===== config.mk =====
export PLATFORM = sky130hd
export DESIGN_NAME = spectral_snr_median_floor
export DESIGN_NICKNAME = d
export VERILOG_FILES = /design/src/ssmf_pkg.sv /design/src/ssmf_csr.sv /design/src/ssmf_store.sv /design/src/spectral_snr_median_floor.sv
export SDC_FILE = /design/constraint.sdc
export NUM_CORES = 2
export LEC_CHECK = 0
export BUFFER_PORTS_ARGS = -buffer_cell sky130_fd_sc_hd__buf_2
export CAP_MARGIN = 15
export CORE_MARGIN = 1
export CORE_UTILIZATION = 55
export CTS_BUF_LIST = sky130_fd_sc_hd__clkbuf_2 sky130_fd_sc_hd__clkbuf_4 sky130_fd_sc_hd__clkbuf_8
export CTS_CLUSTER_DIAMETER = 50
export DETAILED_ROUTE_END_ITERATION = 8
export HOLD_SLACK_MARGIN = 0.1
export MAX_ROUTING_LAYER = met4
export PLACE_DENSITY = 0.72
export SETUP_SLACK_MARGIN = 0.5
export SYNTH_ARGS = -nofsm -noshare
export SYNTH_HDL_FRONTEND = slang
export SYNTH_SLANG_ARGS = --single-unit
export TNS_END_PERCENT = 30

===== constraint.sdc =====
create_clock -name clock -period 10.75 [get_ports clock]
set_clock_uncertainty 0.1 [all_clocks]
set_input_delay 2.6875 -clock clock [delete_from_list [all_inputs] [get_ports clock]]
set_output_delay 2.6875 -clock clock [all_outputs]
set_load 0.05 [all_outputs]

===== src/ssmf_pkg.sv =====
package ssmf_pkg;

   localparam int MAX_BACKGROUND = 128;
   localparam int IDX_W = $clog2(MAX_BACKGROUND);
   localparam int CNT_W = $clog2(MAX_BACKGROUND + 1);
   localparam int CMP_W = (CNT_W > 8) ? CNT_W : 8;

   localparam int LEVEL_W = 16;
   localparam int SNR_W = 18;
   localparam int FREQ_W = 48;
   localparam int ADDR_W = 5;
   localparam int DATA_W = 32;

   localparam logic [2:0] REG_BIN_SPACING = 3'd0;
   localparam logic [2:0] REG_CENTER_FREQ = 3'd1;
   localparam logic [2:0] REG_WINDOW_LOW = 3'd2;
   localparam logic [2:0] REG_WINDOW_HIGH = 3'd3;
   localparam logic [2:0] REG_PEAK_LEVEL = 3'd4;
   localparam logic [2:0] REG_CAPACITY = 3'd5;

   localparam logic [31:0] RST_BIN_SPACING = 32'd65536;
   localparam logic [7:0] RST_CAPACITY = 8'd128;

   localparam logic [1:0] STATUS_OK = 2'd0;
   localparam logic [1:0] STATUS_EMPTY = 2'd1;
   localparam logic [1:0] STATUS_OVERFLOW = 2'd2;

   typedef struct packed {
      logic [31:0] bin_spacing;
      logic [31:0] center_freq;
      logic [31:0] window_low;
      logic [31:0] window_high;
      logic signed [LEVEL_W-1:0] peak_level;
      logic [7:0] background_capacity;
   } cfg_type;

endpackage


===== src/ssmf_csr.sv =====
module ssmf_csr (
   input  logic                        clock,
   input  logic                        reset,
   input  logic                        psel,
   input  logic                        penable,
   input  logic                        pwrite,
   input  logic [ssmf_pkg::ADDR_W-1:0] paddr,
   input  logic [ssmf_pkg::DATA_W-1:0] pwdata,
   output logic [ssmf_pkg::DATA_W-1:0] prdata,
   output logic                        pready,
   output ssmf_pkg::cfg_type           cfg
);
   import ssmf_pkg::*;

   cfg_type cfg_ff, cfg_in;
   logic [2:0] index;
   logic write_en;

   assign index = paddr[4:2];
   assign write_en = psel && penable && pwrite;
   assign pready = 1'b1;
   assign cfg = cfg_ff;

   always_comb begin
      cfg_in = cfg_ff;
      if (write_en) begin
         unique case (index)
            REG_BIN_SPACING: cfg_in.bin_spacing = pwdata;
            REG_CENTER_FREQ: cfg_in.center_freq = pwdata;
            REG_WINDOW_LOW:  cfg_in.window_low = pwdata;
            REG_WINDOW_HIGH: cfg_in.window_high = pwdata;
            REG_PEAK_LEVEL:  cfg_in.peak_level = pwdata[LEVEL_W-1:0];
            REG_CAPACITY:    cfg_in.background_capacity = pwdata[7:0];
            default: ;
         endcase
      end
   end

   always_comb begin
      unique case (index)
         REG_BIN_SPACING: prdata = cfg_ff.bin_spacing;
         REG_CENTER_FREQ: prdata = cfg_ff.center_freq;
         REG_WINDOW_LOW:  prdata = cfg_ff.window_low;
         REG_WINDOW_HIGH: prdata = cfg_ff.window_high;
         REG_PEAK_LEVEL:  prdata = {{(DATA_W-LEVEL_W){cfg_ff.peak_level[LEVEL_W-1]}},
                                    cfg_ff.peak_level};
         REG_CAPACITY:    prdata = {{(DATA_W-8){1'b0}}, cfg_ff.background_capacity};
         default:         prdata = '0;
      endcase
   end

   always_ff @(posedge clock) begin
      if (reset) begin
         cfg_ff.bin_spacing <= RST_BIN_SPACING;
         cfg_ff.center_freq <= '0;
         cfg_ff.window_low <= '0;
         cfg_ff.window_high <= '0;
         cfg_ff.peak_level <= '0;
         cfg_ff.background_capacity <= RST_CAPACITY;
      end else begin
         cfg_ff <= cfg_in;
      end
   end

endmodule


===== src/ssmf_store.sv =====
module ssmf_store (
   input  logic                               clock,
   input  logic                               wr_en,
   input  logic [ssmf_pkg::IDX_W-1:0]         wr_addr,
   input  logic signed [ssmf_pkg::LEVEL_W-1:0] wr_data,
   input  logic                               rd_en,
   input  logic [ssmf_pkg::IDX_W-1:0]         rd_addr,
   output logic signed [ssmf_pkg::LEVEL_W-1:0] rd_data
);
   import ssmf_pkg::*;

   logic signed [LEVEL_W-1:0] mem [MAX_BACKGROUND];
   logic signed [LEVEL_W-1:0] rd_data_ff;

   assign rd_data = rd_data_ff;

   always_ff @(posedge clock) begin
      if (wr_en) begin
         mem[wr_addr] <= wr_data;
      end
      if (rd_en) begin
         rd_data_ff <= mem[rd_addr];
      end
   end

endmodule


===== src/spectral_snr_median_floor.sv =====
// channel  direction  ports                                         transfer
// req      in         req_bin_level, req_last_bin                   req_valid & req_ready
// rsp      out        rsp_snr_half, rsp_status, rsp_background_count rsp_valid & rsp_ready
// csr      in/out     psel, penable, pwrite, paddr, pwdata, prdata  psel & penable & pwrite
//
// Each bin passes through the frequency difference, its absolute value and the window check;
// a bin inside the window with room in the store then moves down the sorted store, one
// read-compare-write for each stored level it moves past, until it settles in its slot.
// A final bin then goes on to the median reads, the subtraction and the result register.
// Reset clears the count, the frequency and the overflow flag; the store itself is not cleared.
// A final bin waits for the result register to empty; req_ready is low while a bin is worked on.
module spectral_snr_median_floor (
   input  logic                                clock,
   input  logic                                reset,
   input  logic                                req_valid,
   output logic                                req_ready,
   input  logic signed [ssmf_pkg::LEVEL_W-1:0] req_bin_level,
   input  logic                                req_last_bin,
   output logic                                rsp_valid,
   input  logic                                rsp_ready,
   output logic signed [ssmf_pkg::SNR_W-1:0]   rsp_snr_half,
   output logic [1:0]                          rsp_status,
   output logic [7:0]                          rsp_background_count,
   input  logic                                psel,
   input  logic                                penable,
   input  logic                                pwrite,
   input  logic [ssmf_pkg::ADDR_W-1:0]         paddr,
   input  logic [ssmf_pkg::DATA_W-1:0]         pwdata,
   output logic [ssmf_pkg::DATA_W-1:0]         prdata,
   output logic                                pready
);
   import ssmf_pkg::*;

   localparam logic [3:0] S_IDLE  = 4'd0;
   localparam logic [3:0] S_DIFF  = 4'd1;
   localparam logic [3:0] S_ABS   = 4'd2;
   localparam logic [3:0] S_WIN   = 4'd3;
   localparam logic [3:0] S_RD    = 4'd4;
   localparam logic [3:0] S_CMP   = 4'd5;
   localparam logic [3:0] S_MED_A = 4'd6;
   localparam logic [3:0] S_MED_B = 4'd7;
   localparam logic [3:0] S_MED_C = 4'd8;
   localparam logic [3:0] S_OUT   = 4'd9;

   cfg_type cfg;

   logic [3:0] state_ff, state_in;
   logic signed [LEVEL_W-1:0] level_ff, level_in;
   logic last_ff, last_in;
   logic [FREQ_W-1:0] freq_ff, freq_in;
   logic [FREQ_W:0] diff_ff, diff_in;
   logic [FREQ_W-1:0] dist_ff, dist_in;
   logic [CNT_W-1:0] count_ff, count_in;
   logic [IDX_W-1:0] pos_ff, pos_in;
   logic overflow_ff, overflow_in;
   logic signed [LEVEL_W-1:0] med_a_ff, med_a_in;
   logic signed [SNR_W-1:0] snr_ff, snr_in;
   logic [1:0] status_ff, status_in;
   logic rsp_valid_ff, rsp_valid_in;
   logic signed [SNR_W-1:0] rsp_snr_ff, rsp_snr_in;
   logic [1:0] rsp_status_ff, rsp_status_in;
   logic [7:0] rsp_count_ff, rsp_count_in;

   logic wr_en;
   logic [IDX_W-1:0] wr_addr;
   logic signed [LEVEL_W-1:0] wr_data;
   logic rd_en;
   logic [IDX_W-1:0] rd_addr;
   logic signed [LEVEL_W-1:0] rd_data;

   logic [CMP_W-1:0] cap;
   logic [CMP_W-1:0] count_wide;
   logic [CNT_W-1:0] half;
   logic [3:0] after_store;
   logic signed [SNR_W:0] twice_median;
   logic signed [SNR_W:0] snr_wide;
   logic out_free;

   ssmf_csr u_csr (
      .clock   (clock),
      .reset   (reset),
      .psel    (psel),
      .penable (penable),
      .pwrite  (pwrite),
      .paddr   (paddr),
      .pwdata  (pwdata),
      .prdata  (prdata),
      .pready  (pready),
      .cfg     (cfg)
   );

   ssmf_store u_store (
      .clock   (clock),
      .wr_en   (wr_en),
      .wr_addr (wr_addr),
      .wr_data (wr_data),
      .rd_en   (rd_en),
      .rd_addr (rd_addr),
      .rd_data (rd_data)
   );

   assign req_ready = (state_ff == S_IDLE);
   assign rsp_valid = rsp_valid_ff;
   assign rsp_snr_half = rsp_snr_ff;
   assign rsp_status = rsp_status_ff;
   assign rsp_background_count = rsp_count_ff;

   assign count_wide = CMP_W'(count_ff);
   assign cap = (CMP_W'(cfg.background_capacity) < CMP_W'(MAX_BACKGROUND)) ?
                CMP_W'(cfg.background_capacity) : CMP_W'(MAX_BACKGROUND);
   assign half = count_ff >> 1;
   assign after_store = last_ff ? S_MED_A : S_IDLE;
   assign out_free = !rsp_valid_ff || rsp_ready;

   always_comb begin
      state_in = state_ff;
      level_in = level_ff;
      last_in = last_ff;
      freq_in = freq_ff;
      diff_in = diff_ff;
      dist_in = dist_ff;
      count_in = count_ff;
      pos_in = pos_ff;
      overflow_in = overflow_ff;
      med_a_in = med_a_ff;
      snr_in = snr_ff;
      status_in = status_ff;
      rsp_valid_in = rsp_valid_ff && !rsp_ready;
      rsp_snr_in = rsp_snr_ff;
      rsp_status_in = rsp_status_ff;
      rsp_count_in = rsp_count_ff;
      wr_en = 1'b0;
      wr_addr = pos_ff;
      wr_data = level_ff;
      rd_en = 1'b0;
      rd_addr = pos_ff - IDX_W'(1);
      twice_median = '0;
      snr_wide = '0;

      unique case (state_ff)
         S_IDLE: begin
            if (req_valid) begin
               level_in = req_bin_level;
               last_in = req_last_bin;
               state_in = S_DIFF;
            end
         end
         S_DIFF: begin
            diff_in = {1'b0, freq_ff} - {(FREQ_W-31)'(0), cfg.center_freq};
            state_in = S_ABS;
         end
         S_ABS: begin
            dist_in = diff_ff[FREQ_W] ? FREQ_W'(-diff_ff) : diff_ff[FREQ_W-1:0];
            freq_in = freq_ff + FREQ_W'(cfg.bin_spacing);
            state_in = S_WIN;
         end
         S_WIN: begin
            if (dist_ff >= FREQ_W'(cfg.window_low) && dist_ff <= FREQ_W'(cfg.window_high)) begin
               if (count_wide >= cap) begin
                  overflow_in = 1'b1;
                  state_in = after_store;
               end else begin
                  pos_in = count_ff[IDX_W-1:0];
                  state_in = S_RD;
               end
            end else begin
               state_in = after_store;
            end
         end
         S_RD: begin
            // slot at the bottom: drop the level in and finish
            if (pos_ff == '0) begin
               wr_en = 1'b1;
               count_in = count_ff + CNT_W'(1);
               state_in = after_store;
            end else begin
               rd_en = 1'b1;
               state_in = S_CMP;
            end
         end
         S_CMP: begin
            wr_en = 1'b1;
            if (rd_data > level_ff) begin
               wr_data = rd_data;
               pos_in = pos_ff - IDX_W'(1);
               state_in = S_RD;
            end else begin
               count_in = count_ff + CNT_W'(1);
               state_in = after_store;
            end
         end
         S_MED_A: begin
            rd_en = 1'b1;
            rd_addr = half[IDX_W-1:0];
            state_in = S_MED_B;
         end
         S_MED_B: begin
            med_a_in = rd_data;
            rd_en = 1'b1;
            rd_addr = half[IDX_W-1:0] - IDX_W'(1);
            state_in = S_MED_C;
         end
         S_MED_C: begin
            if (count_ff[0]) begin
               twice_median = (SNR_W+1)'(med_a_ff) <<< 1;
            end else begin
               twice_median = (SNR_W+1)'(med_a_ff) + (SNR_W+1)'(rd_data);
            end
            snr_wide = ((SNR_W+1)'(cfg.peak_level) <<< 1) - twice_median;
            priority if (overflow_ff) begin
               status_in = STATUS_OVERFLOW;
               snr_in = '0;
            end else if (count_ff == '0) begin
               status_in = STATUS_EMPTY;
               snr_in = '0;
            end else begin
               status_in = STATUS_OK;
               snr_in = snr_wide[SNR_W-1:0];
            end
            state_in = S_OUT;
         end
         S_OUT: begin
            // hold until the result register is free, then start a new spectrum
            if (out_free) begin
               rsp_valid_in = 1'b1;
               rsp_snr_in = snr_ff;
               rsp_status_in = status_ff;
               rsp_count_in = (CMP_W'(count_ff) > CMP_W'(255)) ? 8'd255 : 8'(count_ff);
               count_in = '0;
               freq_in = '0;
               overflow_in = 1'b0;
               state_in = S_IDLE;
            end
         end
         default: state_in = S_IDLE;
      endcase
   end

   always_ff @(posedge clock) begin
      if (reset) begin
         state_ff <= S_IDLE;
         freq_ff <= '0;
         count_ff <= '0;
         overflow_ff <= 1'b0;
         rsp_valid_ff <= 1'b0;
      end else begin
         state_ff <= state_in;
         freq_ff <= freq_in;
         count_ff <= count_in;
         overflow_ff <= overflow_in;
         rsp_valid_ff <= rsp_valid_in;
      end
   end

   always_ff @(posedge clock) begin
      level_ff <= level_in;
      last_ff <= last_in;
      diff_ff <= diff_in;
      dist_ff <= dist_in;
      pos_ff <= pos_in;
      med_a_ff <= med_a_in;
      snr_ff <= snr_in;
      status_ff <= status_in;
      rsp_snr_ff <= rsp_snr_in;
      rsp_status_ff <= rsp_status_in;
      rsp_count_ff <= rsp_count_in;
   end

endmodule


# --- After elaboration in Yosys (flattened, before gate mapping) ---
# Memories as Yosys holds them, arrays and structs flattened. A register that Yosys moved wholly into a read port is not among the register bits.
# Index checks and enable logic that the tools add are counted.
classes:
  add_sub_neg: 8
  n_lt_le_gt_ge: 6
  eq_ne: 22
  mux: 39
  n_reduce_logical: 30
op_table:
  columns: ["operator", "count"]
  rows:
  - ["$pmux 32 s6", 1]
  - ["$mux 48", 2]
  - ["$pmux 48 s2", 1]
  - ["$sub 48x32->49", 1]
  - ["$add 48x32->48", 1]
  - ["$ge 48x32->1", 1]
  - ["$le 48x32->1", 1]
  - ["$neg 48->48", 1]
  - ["$pmux 4 s10", 1]
  - ["$mux 18", 2]
  - ["$mux 16", 2]
  - ["$mux 8", 4]
  - ["$pmux 7 s2", 2]
  - ["$pmux 8 s3", 1]
  - ["$mux 7", 3]
  - ["$reduce_and 2->1", 10]
  - ["$sub 17x18->18", 1]
  - ["$add 16x16->17", 1]
  - ["$eq 4x3->1 const B", 4]
  - ["$gt 16x16->1", 1]
  - ["$ne 2x2->1 const B", 8]
  - ["$sub 7x1->7 const B", 2]
  - ["$mux 3", 4]
  - ["$mux 4", 3]
  - ["23 further kinds", 47]
totals:
  regBits: 399
  mem_bits_rw: 2048
  output_inout_bits: 63
  n_memories: 1
memory_table:
  columns: ["memory", "words", "width", "read_ports", "rd_clocked_by_memory_dff", "wr", "line", "rtl"]
  rows:
  - ["u_store.mem", 128, 16, 1, 1, 1, "ssmf_store.sv:12", "logic signed [LEVEL_W-1:0] mem [MAX_BACKGROUND];"]

# --- Depth between registers and ports, before layout ---
logic_depth:
  depth_word: 6
  depth_mapped: 21

# --- Cells and area by module ---
# Synthesis repeated with hierarchy kept, for this count alone.
unflattened:
  hier_cells: 5603
  area_unflattened_um2: 103093.9
modules_own_cells:
  columns: ["module", "n_inst", "cells_per_inst", "area_each_um2", "seq_area_each_um2"]
  rows:
  - ["ssmf_store", 1, 3086, 78683.0, 61979.4]
  - ["spectral_snr_median_floor", 1, 1801, 17072.6, 6796.5]
  - ["ssmf_csr", 1, 716, 7338.3, 3042.9]

# --- Worst setup path before layout ---
# Ideal clock, no wire load.
synth_timing:
  path_type: "reg2reg"
  from: "reg u_store.rd_data_ff[1] (netlist: u_store.rd_data[1]) (read register of u_store.mem)"
  to: "mem u_store.mem[0][15] (data pin)"
  arrival_time_ns: 7.061
  required_time_ns: 9.453
  path_slack_ns: 2.392
  path_stages_with_launch: 11
  synth_period_minus_slack_ns: 8.358
  path_cell_list: "edfxtp_1 -> ha_1 -> nor2b_1 -> o21a_1 -> o21a_1 -> o21ai_0 -> a21oi_1 -> o31ai_1 -> nand2_1 -> clkbuf_1 -> o21ai_0"
synth_via:
  elab_chain_cells: 3
synth_lines:
  columns: ["item", "line", "rtl"]
  rows:
  - ["from (decl)", "ssmf_store.sv:13", "logic signed [LEVEL_W-1:0] rd_data_ff;"]
  - ["$gt 16x16->1", "spectral_snr_median_floor.sv:183", "if (rd_data > level_ff) begin"]
  - ["$mux 16", "spectral_snr_median_floor.sv:183", null]
  - ["$mux 16", "spectral_snr_median_floor.sv:140", "unique case (state_ff)"]
  - ["via u_store.wr_data, one bit", "ssmf_store.sv:5", "input logic signed [ssmf_pkg::LEVEL_W-1:0] wr_data,"]
  - ["to (decl)", "ssmf_store.sv:12", null]
# The timed path passes the listed nets, and every way through them passes these cells.

# --- Worst setup path in the final report ---
layout_timing:
  from: "in paddr[4] in the netlist's numbering"
  to: "out prdata[30] in the netlist's numbering"
layout_via:
  elab_chain_cells: 2
layout_lines:
  columns: ["item", "line", "rtl"]
  rows:
  - ["from (decl)", "spectral_snr_median_floor.sv:27", "input logic [ssmf_pkg::ADDR_W-1:0] paddr,"]
  - ["$eq 3x3->1 (tied with other cells)", "ssmf_csr.sv:40", "unique case (index)"]
  - ["$pmux 32 s6 (*)", "ssmf_csr.sv:40", null]
  - ["to (decl)", "spectral_snr_median_floor.sv:29", "output logic [ssmf_pkg::DATA_W-1:0] prdata,"]
# Mark *: on every way between the ends. The rest lies on a longest branch, timed or not.

==> parameters.txt <==
Parameter                              Value

Global routing
  Number of global-route vias before repair    59800
  Global Route Usage Sum    28.2%
  First-pass GRT wire length    385 mm
  Overflow left after global routing    0
  Antenna violations before repair    6
  Maximum number of pins on one net before global-route repair    120

Layout
  Post-route standard cell area excluding fillers    115000 µm²
  Non-Filler Instances    9745
  Top library cells by usage in the layout, fill and taps aside    edfxtp_1 (2249), nand2_1 (905), mux4_2 (472)
  Area growth from synthesis to final layout    11.6%
  Most frequent standard cell in the layout excluding fill and tap cells    edfxtp_1
  Final net count    7220
  Number of inserted filler cells in the final layout    13200
  Fraction of layout cells with a size suffix above 1    20.7%

Logic synthesis
  Synthesized net count    6821
  Sequential area share after synthesis    69.5%
  Area share of the largest cell type after synthesis    65.4%
  Number of enable-type register cells in the synthesized netlist    2249
  Fraction of registers with async set or reset after synthesis    0%
  Syn. warnings    0
  Cell area after synthesis    103000 µm²
  Cell count after synthesis    6566
  Largest area contributor in the synthesized netlist    edfxtp_1
  Top area cells in the synthesized netlist    edfxtp_1 (65%), mux4_2 (10%), dfxtp_1 (4.1%)
  Average footprint of a synthesized cell    15.7 µm²
  #FFs+latches synth    2463
  Top FF cell, synth    edfxtp_1
  Netlist cell types    76

Worst setup path
  Delay of the slowest cell on the worst path    0.59 ns
  Worst EP arrival    5.22 ns
  CP Capture Type    output pin
  Launch point of the critical path    paddr[4]
  Setup crit start kind    primary input
  Start of the worst register-to-register path    state_ff[0]
  Cell with the largest stage delay on the worst path    buf_2
  Cell occurring most often along the worst timing path    buf_2
  Largest fanout on the critical path    43
  Kind of critical path    in2out
  Cell-by-cell trace of the critical path    buf_2, nand2b_1, nor2_1, nand2_1, o21ai_0, buf_2
  Required time worst endpoint    7.96 ns

Route
  Wire length after detailed routing    261 mm
  Count of unresolved DRC violations after routing    0
  Routed via count divided by cell count    6.22
  Routed length per instance    26.8 µm
  Overall via count from detail_route    60600
  Antenna Violating Nets Remaining    0
  Number of DRC violations after detailed-routing iteration 0    7070
  First drt pass iteration count    6

Power and ir drop
  Psw    4.24 mW
  Maximum vdd drop    0.106 mV
  Int Power    15.1 mW
  Share of power burned in the clock network    40.4%
  Comb power frac    4.1%
  Leakage power total    38.6 nW
  Reg power frac    55.5%
  Switch share    21.9%
  Power density of the placed cells    167 nW/µm²

Floorplan
  Number of ports placed on the die boundary    124
  Die height    435 µm
  X dimension of the die    435 µm
  Initial core utilization    55.5%
  Area of the core    186000 µm²
  Floorplan die area    190000 µm²
  Row count    158

Clock tree
  Clock Latency Late Sink    1.07 ns
  CTS HTree Levels    5
  Clock slew at the register clock pins of the worst setup and hold paths    0.06 ns
  Post-CTS setup repair buffer count    0
  Post-cts gate resize count    0
  Hold buffers post-CTS    0
  Sink count of the clock tree    2463
  Number of buffers created by CTS    401
  CTS root buffer    clkbuf_8
  Bufs on Longest Clock Path    4
  TritonCTS clock tree    done

STA
  Slew of the pin with the lowest slew margin    1.33 ns
  Portion of the clock cycle consumed by the worst path in the final layout    74.5%
  Final number of setup-violating endpoints    0
  Setup tns final    0 ns
  Time the worst path needs with I/O delays and setup    8.01 ns
  F_max    0.125 GHz
  Slew HR    8.88%
  Worst Setup Slack, final    2.74 ns
  Slew Viols, Final    0
  Final Hold Slack    0.304 ns
  Unrepaired setup endpoints after global routing    no
  Number of endpoints with negative hold slack in the final report    0

Place
  Placed wire-length estimate after detailed placement    159 mm
  Placed cell count    9042
  Port bufs    120
  Worst slack after detailed placement    2.76 ns
  Placer's final routability congestion estimate    0.904
  Area post-placement    108000 µm²

Job
  Max Cap Viol    0

Min path
  Min-delay worst type    reg2reg
  Critical hold path startpoint    snr_ff[3]

Status
  Run status    complete, no violations
cells in the mapped netlist, drive strengths merged (8+ instances only):
master and count:
edfxtp 2249, nand2 906, mux4 472, a21oi 303, nor2 264, clkbuf 223, dfxtp 214, ha 190
inv 184, mux2i 170, o21ai 151, buf 118, nand3 114, xnor2 114, a31oi 89, and3 89
a211oi 76, a21o 63, and2 55, nor3 35, o22ai 34, nand2b 33, xor2 33, a311oi 31
nor4 30, o31ai 29, nand4 28, or3 28, nor2b 27, o21a 18, a32oi 17, a2111oi 16
mux2 13, o211ai 13, or2 12, or4 12, and4 9, nand3b 9, a22oi 8, o21bai 8
o221ai 8
per-layer routing:
layer | vias up | global-route usage (%) | wire length [µm]
met5 | - | - | 0
met4 | 0 | 10.9 | 9990
met3 | 541 | 5.48 | 25400
met2 | 3233 | 43.4 | 125000
met1 | 30600 | 37.5 | 101000
li1 | 26300 | - | -
registers in the layout, summed over array words and instances (netlist names), 16 cells and up:
| register | flops |
|---|---|
| diff_ff | 49 |
| dist_ff | 48 |
| freq_ff | 48 |
| level_ff | 16 |
| med_a_ff | 16 |
| rsp_snr_half | 18 |
| snr_ff | 18 |
| u_csr.cfg | 152 |
| u_store.mem | 2048 |
| u_store.rd_data | 16 |
stage by stage:
step,utilization [%],power [mW]
after floorplan,-,11.5
after global placement,57.9,11.7
after detailed placement,57.9,11.7
after CTS,62.0,19.4
after global routing,62.0,19.9
final,62.0,19.3
worst paths after layout:
kind | end | slack (ns) | cells past startpoint
max | prdata[30] | 2.74 | 6
min reg2reg | rsp_snr_half[3] | 0.30 | 0
max reg2reg | u_store.rd_data[7] | 5.01 | 11
min | rsp_snr_half[3] | 0.30 | 0
layout make-up:
type,count,area (µm²),area share [%]
tap,2480,3100,2.69
antenna,6,15.0,0.0130
multi-input combinational,3576,29800,25.8
timing repair buffer,337,2350,2.04
inverter,186,698,0.605
sequential,2463,71800,62.3
clock buffer,528,6540,5.67
clock inverter,169,1030,0.896
worst max-delay path: cells and delay by family:
family          cells  cell delay [ns]
buf+inv             2             0.89
compound gates      1             0.22
simple gates        3             1.41
power groups by stage:
| stage | combinational, mW | clock, mW | sequential [mW] |
|---|---|---|---|
| 4_1_cts | 0.795 | 7.91 | 10.7 |
| 5_1_grt | 0.864 | 8.31 | 10.7 |
| 3_3_place_gp | 0.757 | 0 | 10.9 |
| 2_1_floorplan | 0.481 | 0 | 11.0 |
| 3_5_place_dp | 0.793 | 0 | 10.9 |
| 6_report | 0.796 | 7.80 | 10.7 |
cell families (layout without fill, tap and decap cells):
logic type | count (synthesis) | in the layout | share of synthesized area (%)
simple gates | 1663 | 1663 | 7.16
mux | 655 | 655 | 12.1
compound gates | 916 | 916 | 5.58
flops | 2463 | 2463 | 69.5
xor+xnor | 147 | 147 | 1.25
fa+ha+maj | 194 | 194 | 2.38
other cells | 1 | 7 | 0.00363
buf+inv | 527 | 1220 | 2.04
(Power assumes the default switching activity.)
